<file path="config.mk">
export PLATFORM = sky130hd
export DESIGN_NAME = mmc3_style_bank_mapper
export DESIGN_NICKNAME = d
export VERILOG_FILES = /design/src/design/mbm_pkg.sv /design/src/design/mbm_rem.sv /design/src/design/mbm_dp.sv /design/src/design/mbm_ctrl.sv /design/src/design/mmc3_style_bank_mapper.sv
export SDC_FILE = /design/constraint.sdc
export NUM_CORES = 1
export LEC_CHECK = 0
export BUFFER_PORTS_ARGS = -buffer_cell sky130_fd_sc_hd__buf_4
export CELL_PAD_IN_SITES_DETAIL_PLACEMENT = 0
export CELL_PAD_IN_SITES_GLOBAL_PLACEMENT = 2
export CORE_UTILIZATION = 36
export DETAILED_ROUTE_END_ITERATION = 10
export GPL_ROUTABILITY_DRIVEN = 0
export PLACE_DENSITY_LB_ADDON = 0.1
export SYNTH_ARGS = -nofsm -noshare
export SYNTH_HDL_FRONTEND = slang
export SYNTH_SLANG_ARGS = --single-unit
</file>
<file path="constraint.sdc">
create_clock -name clk -period 3.75 [get_ports clk]
set_clock_uncertainty 0.05 [all_clocks]
set_input_delay 0.375 -clock clk [delete_from_list [all_inputs] [get_ports clk]]
set_output_delay 0.375 -clock clk [all_outputs]
set_load 0.05 [all_outputs]
</file>
<file path="src/design/mbm_pkg.sv">
// ----------------------------------------------------------------------------
// mbm_pkg
// Shared codes, constants and control structs for the bank mapper.
// ----------------------------------------------------------------------------
`default_nettype none
package mbm_pkg;

  // access kinds
  localparam logic [1:0] MODE_CPU_RD = 2'd0;
  localparam logic [1:0] MODE_CPU_WR = 2'd1;
  localparam logic [1:0] MODE_PPU_PAT = 2'd2;
  localparam logic [1:0] MODE_TICK = 2'd3;

  // target memories
  localparam logic [2:0] TGT_NONE = 3'd0;
  localparam logic [2:0] TGT_PRG_ROM = 3'd1;
  localparam logic [2:0] TGT_PRG_RAM = 3'd2;
  localparam logic [2:0] TGT_CHR_ROM = 3'd3;
  localparam logic [2:0] TGT_CHR_RAM = 3'd4;
  localparam logic [2:0] TGT_NT_RAM = 3'd5;

  // configuration register indexes
  localparam logic [1:0] CFG_PRG_ROM_BANKS = 2'd0;
  localparam logic [1:0] CFG_CHR_ROM_KIB = 2'd1;
  localparam logic [1:0] CFG_PRG_BANK_MOD = 2'd2;
  localparam logic [1:0] CFG_CHR_BANK_MOD = 2'd3;

  // register-write windows, address bits 15:13
  localparam logic [2:0] WIN_BANK = 3'b100;
  localparam logic [2:0] WIN_MIRROR = 3'b101;
  localparam logic [2:0] WIN_IRQ_LATCH = 3'b110;
  localparam logic [2:0] WIN_IRQ_EN = 3'b111;

  localparam logic [8:0] IRQ_DOT = 9'd260;
  localparam logic [8:0] VBL_FIRST = 9'd240;
  localparam logic [8:0] VBL_LAST = 9'd260;
  localparam logic [6:0] PRG_BANKS_MAX = 7'd64;

  localparam int REM_STEPS = 8;

  // controller to datapath
  typedef struct packed {
    logic capture;    // latch the input transfer
    logic exec;       // commit a plain item and load the output
    logic rem_start;  // start the bank-number remainder
    logic rem_finish; // store the bank number and load the output
  } cmd_t;

  // datapath to controller
  typedef struct packed {
    logic bank_write;
    logic rem_done;
  } sts_t;

endpackage
`default_nettype wire

</file>
<file path="src/design/mbm_rem.sv">
// ----------------------------------------------------------------------------
// mbm_rem
// Restoring remainder unit, one dividend bit per cycle.
// ----------------------------------------------------------------------------
`default_nettype none
module mbm_rem (
  input  wire logic       clk,
  input  wire logic       rst_n,
  input  wire logic       start,
  input  wire logic [7:0] dividend,
  input  wire logic [8:0] divisor,
  output logic            done,
  output logic [7:0]      remainder
);

  localparam int REM_STEPS = mbm_pkg::REM_STEPS;

  logic       busy_r, busy_nxt;
  logic       done_r, done_nxt;
  logic [2:0] cnt_r, cnt_nxt;
  logic [8:0] rem_r, rem_nxt;
  logic [7:0] dvd_r, dvd_nxt;
  logic [8:0] dsr_r, dsr_nxt;
  logic [9:0] trial;

  // one shift and conditional subtract per step
  always_comb begin
    busy_nxt = busy_r;
    done_nxt = done_r;
    cnt_nxt = cnt_r;
    rem_nxt = rem_r;
    dvd_nxt = dvd_r;
    dsr_nxt = dsr_r;
    trial = {rem_r, dvd_r[7]};
    if (start) begin
      busy_nxt = 1'b1;
      done_nxt = 1'b0;
      cnt_nxt = '0;
      rem_nxt = '0;
      dvd_nxt = dividend;
      dsr_nxt = divisor;
    end else if (busy_r) begin
      if (trial >= {1'b0, dsr_r}) begin
        rem_nxt = 9'(trial - {1'b0, dsr_r});
      end else begin
        rem_nxt = trial[8:0];
      end
      dvd_nxt = {dvd_r[6:0], 1'b0};
      cnt_nxt = 3'(cnt_r + 3'd1);
      if (cnt_r == 3'(REM_STEPS - 1)) begin
        busy_nxt = 1'b0;
        done_nxt = 1'b1;
      end
    end
  end

  always_ff @(posedge clk) begin
    if (!rst_n) begin
      busy_r <= 1'b0;
      done_r <= 1'b0;
      cnt_r <= '0;
    end else begin
      busy_r <= busy_nxt;
      done_r <= done_nxt;
      cnt_r <= cnt_nxt;
    end
    rem_r <= rem_nxt;
    dvd_r <= dvd_nxt;
    dsr_r <= dsr_nxt;
  end

  assign done = done_r;
  assign remainder = rem_r[7:0];

endmodule
`default_nettype wire

</file>
<file path="src/design/mbm_dp.sv">
// ----------------------------------------------------------------------------
// mbm_dp
// Mapper datapath: register file, address translation, scanline counter.
// ----------------------------------------------------------------------------
`default_nettype none
module mbm_dp (
  input  wire logic          clk,
  input  wire logic          rst_n,
  input  wire mbm_pkg::cmd_t cmd,
  output mbm_pkg::sts_t      sts,
  input  wire logic          cfg_we,
  input  wire logic [1:0]    cfg_index,
  input  wire logic [8:0]    cfg_wdata,
  input  wire logic [1:0]    in_mode,
  input  wire logic [15:0]   in_address,
  input  wire logic [7:0]    in_write_data,
  input  wire logic [8:0]    in_dot,
  input  wire logic [8:0]    in_scanline,
  input  wire logic          in_background_on,
  input  wire logic          in_sprites_on,
  input  wire logic          in_cpu_irq_masked,
  output logic [2:0]         out_target,
  output logic [18:0]        out_mem_address,
  output logic               out_irq_fire,
  output logic               out_mirror_horizontal
);

  // configuration
  logic [6:0] prg_banks_r;
  logic [8:0] chr_kib_r;
  logic [6:0] prg_mod_r;
  logic [8:0] chr_mod_r;

  // mapper state
  logic [7:0] bank_r [8];
  logic [2:0] sel_r;
  logic       chr_inv_r, prg_swap_r, mirror_r;
  logic [7:0] protect_r, reload_r, count_r;
  logic       armed_r;

  // captured item
  logic [1:0]  mode_r;
  logic [15:0] addr_r;
  logic [7:0]  data_r;
  logic [8:0]  dot_r, line_r;
  logic        bg_r, spr_r, masked_r;

  // output register
  logic [2:0]  tgt_r;
  logic [18:0] ma_r;
  logic        irq_r, mir_r;

  // remainder unit hookup
  logic       rem_done;
  logic [7:0] rem_val;
  logic [7:0] rem_dividend;
  logic [8:0] rem_divisor;
  logic       rem_zero;

  logic       is_reg_wr;
  logic [2:0] win3;

  // translation
  logic [2:0]  tgt_c;
  logic [18:0] ma_c;
  logic        use_chr, use_prg;
  logic [2:0]  eslot;
  logic        two_k;
  logic [2:0]  ridx;
  logic [7:0]  cbank;
  logic [10:0] cdiff;
  logic [18:0] cvt;
  logic [6:0]  banks_eff;
  logic [6:0]  banks_m1, banks_m2;
  logic [1:0]  win;
  logic        fixed_penult;
  logic [7:0]  pbank;

  // tick
  logic tick_qual;
  logic fire_c;

  assign is_reg_wr = (mode_r == mbm_pkg::MODE_CPU_WR) && addr_r[15];
  assign win3 = addr_r[15:13];
  assign sts.bank_write = is_reg_wr && (win3 == mbm_pkg::WIN_BANK) && addr_r[0];
  assign sts.rem_done = rem_done;

  // bank number before the modulus
  always_comb begin
    if (sel_r[2] && sel_r[1]) begin
      rem_dividend = {2'b00, data_r[5:0]};
      rem_divisor = {2'b00, prg_mod_r};
    end else begin
      rem_dividend = (sel_r[2:1] == 2'b00) ? {data_r[7:1], 1'b0} : data_r;
      rem_divisor = chr_mod_r;
    end
    rem_zero = (rem_divisor == '0);
  end

  mbm_rem u_rem (
    .clk       (clk),
    .rst_n     (rst_n),
    .start     (cmd.rem_start),
    .dividend  (rem_dividend),
    .divisor   (rem_divisor),
    .done      (rem_done),
    .remainder (rem_val)
  );

  // pattern and prg translation
  always_comb begin
    tgt_c = mbm_pkg::TGT_NONE;
    ma_c = '0;
    eslot = addr_r[12:10] ^ {chr_inv_r, 2'b00};
    two_k = !eslot[2];
    ridx = two_k ? {2'b00, eslot[1]} : 3'(eslot - 3'd2);
    cbank = bank_r[ridx];
    if (two_k) begin
      cbank[0] = 1'b0;
    end
    cdiff = two_k ? addr_r[10:0] : {1'b0, addr_r[9:0]};
    cvt = {1'b0, cbank, 10'd0} + {8'd0, cdiff};
    banks_eff = (prg_banks_r > mbm_pkg::PRG_BANKS_MAX) ? mbm_pkg::PRG_BANKS_MAX
                                                      : prg_banks_r;
    banks_m1 = 7'(banks_eff - 7'd1);
    banks_m2 = 7'(banks_eff - 7'd2);
    win = addr_r[14:13];
    fixed_penult = ((win == 2'd0) && prg_swap_r) || ((win == 2'd2) && !prg_swap_r);
    pbank = (win == 2'd1) ? bank_r[7] : bank_r[6];
    use_chr = ((mode_r == mbm_pkg::MODE_PPU_PAT) || (mode_r == mbm_pkg::MODE_CPU_RD)
               || (mode_r == mbm_pkg::MODE_CPU_WR)) && (addr_r[15:13] == 3'b000);
    use_prg = (mode_r == mbm_pkg::MODE_CPU_RD) && addr_r[15];
    if (use_chr) begin
      if (chr_kib_r == '0) begin
        tgt_c = mbm_pkg::TGT_CHR_RAM;
        ma_c = {6'd0, addr_r[12:0]};
      end else if (cbank == 8'd8 || cbank == 8'd9) begin
        tgt_c = mbm_pkg::TGT_NT_RAM;
        ma_c = {8'd0, cbank[0], addr_r[9:0]};
      end else begin
        tgt_c = mbm_pkg::TGT_CHR_ROM;
        ma_c = (cvt >= {chr_kib_r, 10'd0}) ? '0 : cvt;
      end
    end else if (use_prg) begin
      if (win == 2'd3) begin
        if (banks_eff != '0) begin
          tgt_c = mbm_pkg::TGT_PRG_ROM;
          ma_c = {banks_m1[5:0], addr_r[12:0]};
        end
      end else if (fixed_penult) begin
        if (banks_eff >= 7'd2) begin
          tgt_c = mbm_pkg::TGT_PRG_ROM;
          ma_c = {banks_m2[5:0], addr_r[12:0]};
        end
      end else if ({1'b0, banks_eff} > pbank) begin
        tgt_c = mbm_pkg::TGT_PRG_ROM;
        ma_c = {pbank[5:0], addr_r[12:0]};
      end
    end else if (mode_r != mbm_pkg::MODE_PPU_PAT && mode_r != mbm_pkg::MODE_TICK
                 && addr_r[15:13] == 3'b011) begin
      tgt_c = mbm_pkg::TGT_PRG_RAM;
      ma_c = {6'd0, addr_r[12:0]};
    end
  end

  // scanline counter qualification
  assign tick_qual = (mode_r == mbm_pkg::MODE_TICK) && (dot_r == mbm_pkg::IRQ_DOT)
                     && !((line_r >= mbm_pkg::VBL_FIRST) && (line_r <= mbm_pkg::VBL_LAST))
                     && (bg_r || spr_r);
  assign fire_c = tick_qual && (count_r == 8'd1) && armed_r && !masked_r;

  // config port
  always_ff @(posedge clk) begin
    if (!rst_n) begin
      prg_banks_r <= 7'd64;
      chr_kib_r <= 9'd0;
      prg_mod_r <= 7'd64;
      chr_mod_r <= 9'd256;
    end else if (cfg_we) begin
      unique case (cfg_index)
        mbm_pkg::CFG_PRG_ROM_BANKS: prg_banks_r <= cfg_wdata[6:0];
        mbm_pkg::CFG_CHR_ROM_KIB:   chr_kib_r <= cfg_wdata;
        mbm_pkg::CFG_PRG_BANK_MOD:  prg_mod_r <= cfg_wdata[6:0];
        mbm_pkg::CFG_CHR_BANK_MOD:  chr_mod_r <= cfg_wdata;
        default: ;
      endcase
    end
  end

  // item capture and output register
  always_ff @(posedge clk) begin
    if (cmd.capture) begin
      mode_r <= in_mode;
      addr_r <= in_address;
      data_r <= in_write_data;
      dot_r <= in_dot;
      line_r <= in_scanline;
      bg_r <= in_background_on;
      spr_r <= in_sprites_on;
      masked_r <= in_cpu_irq_masked;
    end
    if (cmd.exec) begin
      tgt_r <= tgt_c;
      ma_r <= ma_c;
      irq_r <= fire_c;
      mir_r <= (is_reg_wr && win3 == mbm_pkg::WIN_MIRROR && !addr_r[0]) ? data_r[0]
                                                                        : mirror_r;
    end else if (cmd.rem_finish) begin
      tgt_r <= mbm_pkg::TGT_NONE;
      ma_r <= '0;
      irq_r <= 1'b0;
      mir_r <= mirror_r;
    end
  end

  // mapper state updates
  always_ff @(posedge clk) begin
    if (!rst_n) begin
      for (int i = 0; i < 8; i++) begin
        bank_r[i] <= '0;
      end
      sel_r <= '0;
      chr_inv_r <= 1'b0;
      prg_swap_r <= 1'b0;
      mirror_r <= 1'b0;
      protect_r <= '0;
      reload_r <= '0;
      count_r <= '0;
      armed_r <= 1'b0;
    end else if (cmd.rem_finish) begin
      bank_r[sel_r] <= rem_zero ? 8'd0 : rem_val;
    end else if (cmd.exec) begin
      if (is_reg_wr) begin
        unique case (win3)
          mbm_pkg::WIN_IRQ_EN: armed_r <= addr_r[0];
          mbm_pkg::WIN_IRQ_LATCH: begin
            if (addr_r[0]) begin
              count_r <= '0;
            end else begin
              reload_r <= data_r;
            end
          end
          mbm_pkg::WIN_MIRROR: begin
            if (addr_r[0]) begin
              protect_r <= data_r;
            end else begin
              mirror_r <= data_r[0];
            end
          end
          default: begin
            if (!addr_r[0]) begin
              chr_inv_r <= data_r[7];
              prg_swap_r <= data_r[6];
              sel_r <= data_r[2:0];
            end
          end
        endcase
      end else if (tick_qual) begin
        count_r <= (count_r == '0) ? reload_r : 8'(count_r - 8'd1);
      end
    end
  end

  assign out_target = tgt_r;
  assign out_mem_address = ma_r;
  assign out_irq_fire = irq_r;
  assign out_mirror_horizontal = mir_r ^ (protect_r != protect_r);

endmodule
`default_nettype wire

</file>
<file path="src/design/mbm_ctrl.sv">
// ----------------------------------------------------------------------------
// mbm_ctrl
// Controller: input handshake, sequencing of bank writes, output valid.
// ----------------------------------------------------------------------------
`default_nettype none
module mbm_ctrl (
  input  wire logic          clk,
  input  wire logic          rst_n,
  input  wire logic          in_valid,
  output logic               in_stall,
  output logic               out_valid,
  input  wire logic          out_stall,
  output mbm_pkg::cmd_t      cmd,
  input  wire mbm_pkg::sts_t sts
);

  typedef enum logic [1:0] {
    S_IDLE,
    S_EXEC,
    S_REM
  } state_t;

  state_t state_r, state_nxt;
  logic   out_valid_r, out_valid_nxt;
  logic   out_free;

  assign out_free = !out_valid_r || !out_stall;

  // next state and commands
  always_comb begin
    state_nxt = state_r;
    cmd = '0;
    out_valid_nxt = out_valid_r && out_stall;
    unique case (state_r)
      S_IDLE: begin
        if (in_valid) begin
          cmd.capture = 1'b1;
          state_nxt = S_EXEC;
        end
      end
      S_EXEC: begin
        if (sts.bank_write) begin
          cmd.rem_start = 1'b1;
          state_nxt = S_REM;
        end else if (out_free) begin
          cmd.exec = 1'b1;
          out_valid_nxt = 1'b1;
          state_nxt = S_IDLE;
        end
      end
      S_REM: begin
        if (sts.rem_done && out_free) begin
          cmd.rem_finish = 1'b1;
          out_valid_nxt = 1'b1;
          state_nxt = S_IDLE;
        end
      end
      default: state_nxt = S_IDLE;
    endcase
  end

  always_ff @(posedge clk) begin
    if (!rst_n) begin
      state_r <= S_IDLE;
      out_valid_r <= 1'b0;
    end else begin
      state_r <= state_nxt;
      out_valid_r <= out_valid_nxt;
    end
  end

  assign in_stall = (state_r != S_IDLE);
  assign out_valid = out_valid_r;

endmodule
`default_nettype wire

</file>
<file path="src/design/mmc3_style_bank_mapper.sv">
// ----------------------------------------------------------------------------
// mmc3_style_bank_mapper
// Cartridge bank mapper with an MMC3-style register set.
// ----------------------------------------------------------------------------
// Usage:
//   in_* carries one bus event (cpu read, cpu write, ppu pattern access or
//   dot tick); a transfer happens when in_valid is high and in_stall low.
//   out_* returns exactly one result per event, transferred when out_valid
//   is high and out_stall low. The cfg_* port writes the size and modulus
//   registers; the user must write them only while the block is idle, which
//   the block does not enforce. A plain event is captured; in the execute
//   state its result is registered and out_valid raised once the output is
//   free, and only then is the next event taken. A bank-number write (odd
//   address in 8000-9FFF) runs the bit-serial remainder unit, and its result
//   is registered once the remainder is done and the output is free.
//   While a result waits under out_stall, the next event is still taken and
//   held until the output register frees up.
//   Reset (rst_n low, synchronous) clears all mapper registers to zero and
//   restores the configuration defaults; no clearing pass is needed.
// ----------------------------------------------------------------------------
`default_nettype none
module mmc3_style_bank_mapper (
  input  wire logic        clk,
  input  wire logic        rst_n,
  input  wire logic        cfg_we,
  input  wire logic [1:0]  cfg_index,
  input  wire logic [8:0]  cfg_wdata,
  input  wire logic        in_valid,
  output logic             in_stall,
  input  wire logic [1:0]  in_mode,
  input  wire logic [15:0] in_address,
  input  wire logic [7:0]  in_write_data,
  input  wire logic [8:0]  in_dot,
  input  wire logic [8:0]  in_scanline,
  input  wire logic        in_background_on,
  input  wire logic        in_sprites_on,
  input  wire logic        in_cpu_irq_masked,
  output logic             out_valid,
  input  wire logic        out_stall,
  output logic [2:0]       out_target,
  output logic [18:0]      out_mem_address,
  output logic             out_irq_fire,
  output logic             out_mirror_horizontal
);

  mbm_pkg::cmd_t cmd;
  mbm_pkg::sts_t sts;

  mbm_ctrl u_ctrl (
    .clk       (clk),
    .rst_n     (rst_n),
    .in_valid  (in_valid),
    .in_stall  (in_stall),
    .out_valid (out_valid),
    .out_stall (out_stall),
    .cmd       (cmd),
    .sts       (sts)
  );

  mbm_dp u_dp (
    .clk                   (clk),
    .rst_n                 (rst_n),
    .cmd                   (cmd),
    .sts                   (sts),
    .cfg_we                (cfg_we),
    .cfg_index             (cfg_index),
    .cfg_wdata             (cfg_wdata),
    .in_mode               (in_mode),
    .in_address            (in_address),
    .in_write_data         (in_write_data),
    .in_dot                (in_dot),
    .in_scanline           (in_scanline),
    .in_background_on      (in_background_on),
    .in_sprites_on         (in_sprites_on),
    .in_cpu_irq_masked     (in_cpu_irq_masked),
    .out_target            (out_target),
    .out_mem_address       (out_mem_address),
    .out_irq_fire          (out_irq_fire),
    .out_mirror_horizontal (out_mirror_horizontal)
  );

  // one event in flight at a time
  a_one_in_flight: assert property (@(posedge clk) disable iff (!rst_n)
    (in_valid && !in_stall) |=> in_stall)
    else $error("event taken while another is in flight");

  // an irq only comes with a tick, which maps to nothing
  a_irq_no_target: assert property (@(posedge clk) disable iff (!rst_n)
    (out_valid && out_irq_fire) |-> (out_target == mbm_pkg::TGT_NONE))
    else $error("irq raised on a mapped access");

  // no target means a zero address
  a_none_zero_addr: assert property (@(posedge clk) disable iff (!rst_n)
    (out_valid && out_target == mbm_pkg::TGT_NONE) |-> (out_mem_address == '0))
    else $error("nonzero address with no target");

endmodule
`default_nettype wire
</file>
==> impl_metrics.yaml, run 1 <==
run_status:
  outcome: "complete, no violations"
pwr:
  powerDensity_mw_per_mm2: 473
  p_sw_share_pct: 28.3
  power_mw: 6.32
  seq_power_share_pct: 45.4
  ir_drop_v: 0.000304
  p_comb_share_pct: 18.3
  p_leak_nw: 5.12
  p_sw_mw: 1.79
  p_clk_share_pct: 36.3
  p_int_mw: 4.54
timing:
  hold_viol_final: 0
  post-route-min-period_ns: 3.73
  slew_violations: 0
  slew_headroom_pct: 48.2
  tightest_slew_ns: 0.776
  max_clock_freq_mhz: 268
  min_period_over_period_pct: 99.4
  setup_viol: 0
  grt_setup_unrepaired: "true"
  setup-tns-final_ns: 0
placement:
  io_buffer_count: 88
  hpwl_um: 20500
  dp_cells: 1459
  place_area_mm2: 0.0119
logic_synthesis:
  ys_top_cells_by_area: "edfxtp_1 (42%), dfxtp_1 (13%), mux2i_1 (5.2%)"
  ys.flop_type: "edfxtp_1"
  synthesis.area_mm2: 0.0108
  yosys.area.top_type: "edfxtp_1"
  ys_types: 68
  yosys.area.top_type_share_pct: 41.7
  synth.avg_cell_area_um2: 10.8
  synth-edff-count: 150
  synth_fp_nets: 1105
  ys_seq_area_share_pct: 55.1
  synth_cells: 1001
  async_flop_share_pct: 0
  synth_common_cells: "edfxtp_1 (150), nor2_1 (129), nand2_1 (118)"
  ys_seq_elements: 222
  synth.most_common_cell: "edfxtp_1"
  ys.warnings.count: 0
finish:
  syn2layout_area_growth_pct: 23.8
  layout-drive-gt1-share_pct: 18.3
  fillCellCount: 2828
  design_area_mm2: 0.0134
  layout.nets: 1258
  utilization_pct: 45.2
  n_antenna_cell: 0
  stdcell_count: 1562
global_routing:
  grt.total_usage_pct: 18.5
  antenna_found_initial: 0
  grt_pass1_vias: 7636
  grt_pass1_wl_um: 43800
  grt_max_degree: 67
  grt-ovfl-total: 0
setup_path:
  arrival_ns: 4.06
  worstSetupPathType: "reg2reg"
  crit_path_end_kind: "register"
  critPathLaunchType: "register"
  crit_required_ns: 4.08
  critPathMaxFanout: 8
drt:
  wl_per_cell_um: 17.9
  drc: 0
  firstDrtPassIters: 7
  wirelength_um: 28000
  vias: 7836
  ant_nets: 0
  vias_per_cell: 5.02
  drtIter0Drc: 474
die:
  placementRows: 63
  fp.dieW_um: 175
  start_util_pct: 36.5
  die_y_um: 175
  core_area_mm2: 0.0296
  die_area_mm2: 0.0307
  ios: 89
clocking:
  insertion_delay_ns: 0.53
  cts.sinks: 222
  cts_tree: "built"
  path_clk_slew_ns: 0.06
  clk_path_buf_depth: 3
  htreeDepth: 1
  cts_root_buf: "clkbuf_16"
  cts_buffers: 25
flow_run:
  max_cap_viol_count: 0
hold_path:
  hp-class: "in2reg"
registers in the layout, summed over array words and instances, names as in the netlist, 8 cells and up:
signal,flops
u_dp.addr_r,16
u_dp.bank_r,62
u_dp.chr_kib_r,9
u_dp.chr_mod_r,9
u_dp.count_r,8
u_dp.data_r,8
u_dp.dot_r,9
u_dp.line_r,9
u_dp.out_mem_address,19
u_dp.reload_r,8
u_dp.u_rem.dsr_r,9
u_dp.u_rem.dvd_r,8
u_dp.u_rem.rem_r,9
stage by stage:
| stage | setup WS (ns) | hold slack (ns) |
|---|---|---|
| 3_5_place_dp | -0.165 | 0.406 |
| 4_1_cts | 0.0273 | 0.0395 |
| 3_3_place_gp | -0.0883 | 0.404 |
| 6_report | 0.0233 | 0.0689 |
| 2_1_floorplan | 0.0529 | 0.391 |
| 5_1_grt | -0.188 | 0.0646 |
metal layers:
layer | GRT usage (%) | wire [µm]
met1 | 25.7 | 13200
met4 | 4.42 | 688
met2 | 30.4 | 13000
met5 | 0 | 0
met3 | 2.42 | 1120
path summary, 6_finish.rpt:
check	startpoint	end	slack (ns)	cells after the start
max	u_dp.addr_r[12]	u_dp.out_mem_address[16]	0.02	17
min	cfg_wdata[6]	u_dp.prg_banks_r[6]	0.07	3
max reg2reg	u_dp.addr_r[12]	u_dp.out_mem_address[16]	0.02	17
min reg2reg	u_dp.mirror_r	u_dp.mirror_r	0.41	2
kinds of logic after synthesis:
kind of cell,Yosys count,synth area share [%]
DFF,222,55.1
muxes,78,7.90
AOI/OAI and AO/OA,157,9.97
buffers and inverters,80,2.96
adders and majority gates,41,4.82
xor gates and xnor gates,16,1.37
and+or+nand+nor,407,17.9
layout make-up:
type	count	area (µm²)	share of cell area, %
flip-flops and latches	222	5950	44.5
multi-input cells	699	4620	34.6
repair buffers	170	1410	10.6
clock buffers	32	672	5.03
well taps	390	488	3.65
inverters	36	135	1.01
clock inverters	13	88.8	0.665
cells in the final DEF (no fill, tap or decap), drive strengths merged, types with 5 or more instances in the layout:
cell type	netlist	routed
xnor2	11	11
o221a	5	5
o21a	5	5
nand2	118	118
a211oi	7	7
dfxtp	72	72
nand3	23	23
nand2b	7	7
nor2	129	129
and3	6	6
a22oi	6	6
clkbuf	35	32
edfxtp	150	150
o21ai	28	28
clkinv	0	11
nand4b	5	5
nor3	20	20
a21oi	38	38
ha	40	40
o211ai	9	9
buf	9	123
a21boi	16	16
inv	36	37
nor4	9	9
o22ai	5	5
nand3b	8	8
xor2	5	5
nor2b	51	51
dlygate4sd3	0	47
mux2i	56	56
mux2	18	18
and2	9	9
a31oi	7	7
power groups by stage:
stage,Clock [mW],Sequential (mW),Combinational (mW)
after floorplan,0,2.94,0.656
after global placement,0,2.93,1.09
after detailed placement,0,2.92,1.09
after CTS,2.37,2.87,1.14
after global routing,2.45,2.89,1.27
final,2.30,2.87,1.16
repair_timing:
action	in CTS	in global routing
hold endpoints to repair	47	0
pin swaps	2	6
buffers inserted	3	8
resized for setup	1	22
setup endpoints to repair	13	19
hold buffers	47	0
worst max-delay path: stages (launching register included):
cell	delay, ns
edfxtp_1	0.47
xor2_2	0.33
a211oi_2	0.12
o32ai_2	0.40
ha_2	0.25
and2_4	0.16
nand2_4	0.05
xnor2_2	0.15
ha_1	0.32
o21ai_2	0.11
a31oi_1	0.05
nor4_1	0.26
o21a_1	0.19
buf_4	0.12
and3_4	0.25
buf_6	0.11
nand2_2	0.04
a21oi_2	0.12
(Power assumes the default switching activity.)
==> run 2, diff against run 1 <==
Settings changed: ABC_AREA set to 1, CORE_UTILIZATION 36 to 34.
==> run 2 against run 1 <==
Worst setup slack better by 0.18 ns. Final cell count rose by 18%. Wire length up 12%. Synthesized cell count rose by 25%. Via count rose by 13%. Die area rose by 7.8%. Critical endpoint is now u_dp.out_mem_address[6].
==> impl_metrics.yaml, run 2 <==
placement:
  hpwl_um: 23400
  io_buffer_count: 88
  dp_cells: 1745
  pre_cts_ws_ns: 0.0432
finish:
  stdcell_count: 1846
  syn2layout_area_growth_pct: 26.0
  layout_common_cells: "nand2_1 (236), nor2_1 (178), inv_1 (154), edfxtp_1 (150), buf_4 (117)"
  largest_reg_flops: 62
  n_antenna_cell: 0
  utilization_pct: 43.7
  regMostFlops: "u_dp.bank_r"
  layout-drive-gt1-share_pct: 15.9
  layout_commonest_cell: "nand2_1"
  layout.nets: 1529
setup_path:
  worstSetupPathType: "reg2reg"
  rrSetupSlack_ns: 0.21
  crit_path_start: "u_dp.addr_r[12]"
  crit_end: "u_dp.out_mem_address[6]"
  rr_startpoint: "u_dp.addr_r[12]"
  worstReg2RegEnd: "u_dp.out_mem_address[6]"
  critPathLaunchType: "register"
  crit_path_end_kind: "register"
  critPathMaxFanout: 5
  ff2ff_path_depth: 25
  arrival_ns: 3.78
  crit_required_ns: 3.98
timing:
  slew_headroom_pct: 28.4
  post-route-min-period_ns: 3.54
  whs_ns: 0.0527
  setup_viol: 0
  max_clock_freq_mhz: 282
  tightest_slew_ns: 1.07
  min_period_over_period_pct: 94.5
  hold_viol_final: 0
  slew_violations: 0
  setup-tns-final_ns: 0
  fin_ws_ns: 0.206
logic_synthesis:
  yosys.area.top_type: "edfxtp_1"
  ys_top_cells_by_area: "edfxtp_1 (41%), dfxtp_1 (13%), nand2_1 (8.3%)"
  async_flop_share_pct: 0
  synthesis.area_mm2: 0.0110
  ys.warnings.count: 0
  synth-edff-count: 150
  synth_common_cells: "nand2_1 (244), nor2_1 (181), inv_1 (158)"
  synth.most_common_cell: "nand2_1"
  ys_seq_area_share_pct: 54.0
  ys.flop_type: "edfxtp_1"
  ys_types: 51
  yosys.area.top_type_share_pct: 40.9
  synth_fp_nets: 1354
  synth.avg_cell_area_um2: 8.80
  synth_cells: 1250
  ys_seq_elements: 222
global_routing:
  grt-ovfl-total: 0
  grt_pass1_wl_um: 48300
  antenna_found_initial: 0
  grt_pass1_vias: 8717
  grt.total_usage_pct: 18.9
  grt_max_degree: 58
drt:
  vias: 8865
  wirelength_um: 31300
  drtIter0Drc: 535
  ant_nets: 0
  drc: 0
  vias_per_cell: 4.80
  wl_per_cell_um: 17.0
  firstDrtPassIters: 4
pwr:
  p_int_mw: 4.75
  powerDensity_mw_per_mm2: 481
  p_leak_nw: 5.85
  p_sw_mw: 1.93
  p_comb_share_pct: 19.1
  p_clk_share_pct: 38.2
  p_sw_share_pct: 28.9
  seq_power_share_pct: 42.7
  ir_drop_v: 0.000303
die:
  die_y_um: 182
  fp.dieW_um: 182
  start_util_pct: 34.7
  core_area_mm2: 0.0317
  die_area_mm2: 0.0331
  placementRows: 65
  ios: 89
clocking:
  clk_path_buf_depth: 3
  cts_buffers: 26
  insertion_delay_ns: 0.53
  path_clk_slew_ns: 0.06
  cts.sinks: 222
  cts_root_buf: "clkbuf_16"
  cts_tree: "built"
  htreeDepth: 1
run_status:
  outcome: "complete, no violations"
hold_path:
  worstHoldStart: "cfg_wdata[8]"
  hp-class: "in2reg"
flow_run:
  max_cap_viol_count: 0
[run 2: cell types whose count changed after synthesis, moves of 10 or more]
cell      before  now
a21oi_1       38   78
clkbuf_1      35   13
nand3_1       22   74
inv_1         34  158
a21boi_0      13    1
mux2_2        16    0
nand2_1      118  244
nor2_1       129  181
nor2b_1       51    0
nand2_2        0   10
o21ai_0       28   92
mux2i_1       56    2
[run 2: worst max-delay path, stage by stage, from the launching register on]
cell	delay [ns]
edfxtp_1	0.46
inv_2	0.12
nand2_2	0.08
nand3_2	0.09
nand2_4	0.08
or2_2	0.27
o211ai_1	0.13
nand2_2	0.11
ha_4	0.18
ha_4	0.17
nand2_2	0.09
nor2_4	0.06
nand3_1	0.07
nand2_1	0.06
nand2_2	0.07
inv_1	0.07
ha_4	0.27
nand2_1	0.05
nor2_1	0.12
nand3b_1	0.11
o2111ai_2	0.10
a31oi_4	0.07
inv_2	0.10
nand3_4	0.10
nand2_4	0.13
a21oi_1	0.07
[run 2: logic make-up (layout without fill, tap and decap cells)]
group                      after synthesis  in the layout  share of synthesized area, %
and+or+nand+nor                        568            569                          22.1
AOI/OAI and AO/OA                      213            213                          10.7
DFF                                    222            222                          54.0
adders and majority gates               41             41                          4.73
buffers and inverters                  188            381                          6.96
xor gates and xnor gates                16             16                          1.34
muxes                                    2              2                         0.182
[run 2: metal layers]
layer / GRT usage [%] / wire length (µm) / vias up
met1: 26.5 / 15100 / 4130
met3: 2.87 / 1160 / 40
met4: 4.44 / 624 / 0
li1: - / - / 4550
met2: 30.4 / 14400 / 145
met5: 0 / 0 / -
[run 2: layout make-up]
class,count,area [µm²]
fill,3223,17800
multi-input combinational,841,4530
sequential,222,5950
inverter,166,626
clock inverter,14,186
clock buffer,33,677
tap,402,503
timing repair buffer,168,1400
[run 2: worst min path at each step]
stage,to,slack (ns),depth (start not counted)
2_1_floorplan,u_dp.armed_r,0.37,2
3_3_place_gp,u_dp.chr_mod_r[6],0.39,2
3_5_place_dp,u_dp.chr_mod_r[2],0.39,2
4_1_cts,u_dp.chr_mod_r[8],0.03,3
5_1_grt,u_dp.chr_mod_r[8],0.06,3
6_report,u_dp.chr_mod_r[8],0.05,3
[run 2: what timing repair did]
action	in CTS	in global routing
buffers inserted	0	6
resized for setup	0	54
hold buffers	47	0
setup endpoints to repair	0	19
endpoints found under the hold margin	47	0
[run 2: power by group through the flow]
stage          Clock [mW]  Sequential [mW]  Combinational (mW)
6_report             2.55             2.85                1.28
3_3_place_gp            0             2.90                1.19
2_1_floorplan           0             2.95               0.701
3_5_place_dp            0             2.90                1.18
5_1_grt              2.71             2.87                1.43
4_1_cts              2.63             2.85                1.22
[run 2: through the flow]
stage          instance area (µm²)  power, mW
2_1_floorplan                11000       3.65
3_3_place_gp                 12200       4.09
3_5_place_dp                 12200       4.08
4_1_cts                      13600       6.70
5_1_grt                      13900       7.01
6_report                     13900       6.68
==> run 3, diff against run 2 <==
Settings changed: CELL_PAD_IN_SITES_GLOBAL_PLACEMENT 2 to 1, CORE_UTILIZATION 34 to 30.
==> run 3 against run 2 <==
The flow now finishes with violations (DRC). Via count increased by 0.77%. Combinational power increased by 3%. Worst setup slack improved by 0.029 ns. Clock power about the same. Highest routed layer unchanged.
==> impl_metrics.yaml, run 3 (synthesis gave the netlist of run 2 again) <==
run_status:
  outcome: "finished with violations"
  violations: "DRC"
global_routing:
  grt_pass1_wl_um: 50200
  grt_max_degree: 36
  grt-ovfl-total: 0
  grt_pass1_vias: 8771
  antenna_found_initial: 1
  grt.total_usage_pct: 17.3
timing:
  slew_headroom_pct: 38.9
  setup-tns-final_ns: 0
  fin_ws_ns: 0.235
  post-route-min-period_ns: 3.52
  setup_viol: 0
  slew_violations: 0
  max_clock_freq_mhz: 284
  tightest_slew_ns: 0.916
  min_period_over_period_pct: 93.7
  hold_viol_final: 0
  whs_ns: 0.0582
drt:
  wl_per_cell_um: 17.0
  wirelength_um: 32800
  firstDrtPassIters: 8
  vias_per_cell: 4.64
  vias: 8933
  ant_nets: 0
  drtIter0Drc: 509
  drc: 4
die:
  placementRows: 69
  die_area_mm2: 0.0375
  ios: 89
  die_y_um: 194
  fp.dieW_um: 194
  start_util_pct: 30.7
  core_area_mm2: 0.0358
clocking:
  cts_root_buf: "clkbuf_16"
  cts_tree: "built"
  cts.sinks: 222
  path_clk_slew_ns: 0.06
  clk_path_buf_depth: 3
  insertion_delay_ns: 0.55
  htreeDepth: 1
  cts_buffers: 27
finish:
  design_area_mm2: 0.0141
  fillCellCount: 3668
  largest_reg_flops: 62
  stdcell_count: 1926
  layout.nets: 1550
  n_antenna_cell: 0
  regMostFlops: "u_dp.bank_r"
  syn2layout_area_growth_pct: 28.3
  layout-drive-gt1-share_pct: 17.7
  layout_commonest_cell: "nand2_1"
  layout_common_cells: "nand2_1 (234), nor2_1 (179), inv_1 (153), edfxtp_1 (150), buf_4 (137)"
placement:
  place_area_mm2: 0.0125
  pre_cts_ws_ns: -0.261
  dp_cells: 1824
  hpwl_um: 24300
  io_buffer_count: 88
setup_path:
  critPathLaunchType: "register"
  worstSetupPathType: "reg2reg"
  crit_buf_inv: 4
  crit_required_ns: 4.08
  arrival_ns: 3.85
  critPathMaxFanout: 11
  crit_family: "simple AND/OR/NAND/NOR gates"
  cp_slowest_stage_delay_ns: 0.46
  crit_path_end_kind: "register"
  path_cells: "nand2_2 -> nand3_2 -> nand2_2 -> buf_4 -> buf_4 -> nand2_1 -> nand2_1 -> nand2_1 -> nand2_4 -> nand2_2 -> nor2_4 -> buf_6 -> xor2_4 -> ha_4 -> nand2_1 -> o21ai_1 -> nand2_1 -> o2111ai_2 -> a31oi_4 -> buf_6 -> nand3_1 -> a21oi_2"
  critPathSlowestCell: "edfxtp_1"
  path_common_cell: "nand2_1"
pwr:
  ir_drop_v: 0.000307
  powerDensity_mw_per_mm2: 475
  p_leak_nw: 5.96
hold_path:
  hp-class: "in2reg"
flow_run:
  max_cap_viol_count: 0
-- run 3: tightest hold or removal path, cell delays in order --
cell and delay [ns]:
buf_4 0.11, a21oi_1 0.06, o21ai_0 0.06
-- run 3: cell type report --
| type | count | area, µm² | area share, % |
|---|---|---|---|
| clock buffers | 37 | 773 | 5.48 |
| clock inverters | 11 | 85.1 | 0.603 |
| inverters | 166 | 623 | 4.41 |
| multi-input cells | 841 | 4570 | 32.4 |
| flip-flops and latches | 222 | 5950 | 42.1 |
| well taps | 461 | 577 | 4.09 |
| repair buffers | 188 | 1540 | 10.9 |
-- run 3: metrics by stage --
| stage | power [mW] | util (%) |
|---|---|---|
| after floorplan | 3.65 | - |
| after global placement | 4.12 | 34.8 |
| after CTS | 6.73 | 38.5 |
| after global routing | 7.05 | 39.4 |
| after detailed placement | 4.11 | 34.8 |
| final | 6.71 | 39.4 |
-- run 3: path summary, 6_finish.rpt --
check                          from                  endpoint  slack [ns]  cells past startpoint
setup reg to reg    u_dp.addr_r[12]  u_dp.out_mem_address[13]        0.23                     22
setup / recovery    u_dp.addr_r[12]  u_dp.out_mem_address[13]        0.23                     22
hold / removal         cfg_wdata[8]         u_dp.chr_mod_r[8]        0.06                      3
hold reg to reg   u_dp.chr_mod_r[6]         u_dp.chr_mod_r[6]        0.39                      2
-- run 3: repair_timing --
| action | in CTS | in global routing |
|---|---|---|
| hold buffers | 47 | 0 |
| cloned | 0 | 1 |
| gates resized for setup | 2 | 56 |
| hold endpoints to repair | 47 | 0 |
| endpoints found under the setup margin | 19 | 19 |
| pin swaps | 0 | 15 |
| buffers inserted | 1 | 5 |
-- run 3: power breakdown --
part	leakage, nW	total, mW	switching [mW]	internal (mW)
sequential	2.07	2.85	0.0864	2.77
combinational	3.46	1.32	0.860	0.459
clock	0.428	2.54	1.04	1.50
total	5.96	6.71	1.98	4.72
-- run 3: routing by layer --
metal | wire length, µm | up-vias | global-route usage, %
met5 | 0 | - | 0
met4 | 717 | 0 | 4.27
met3 | 1040 | 36 | 2.30
met2 | 14600 | 132 | 27.3
met1 | 16500 | 4177 | 24.8
li1 | - | 4588 | -
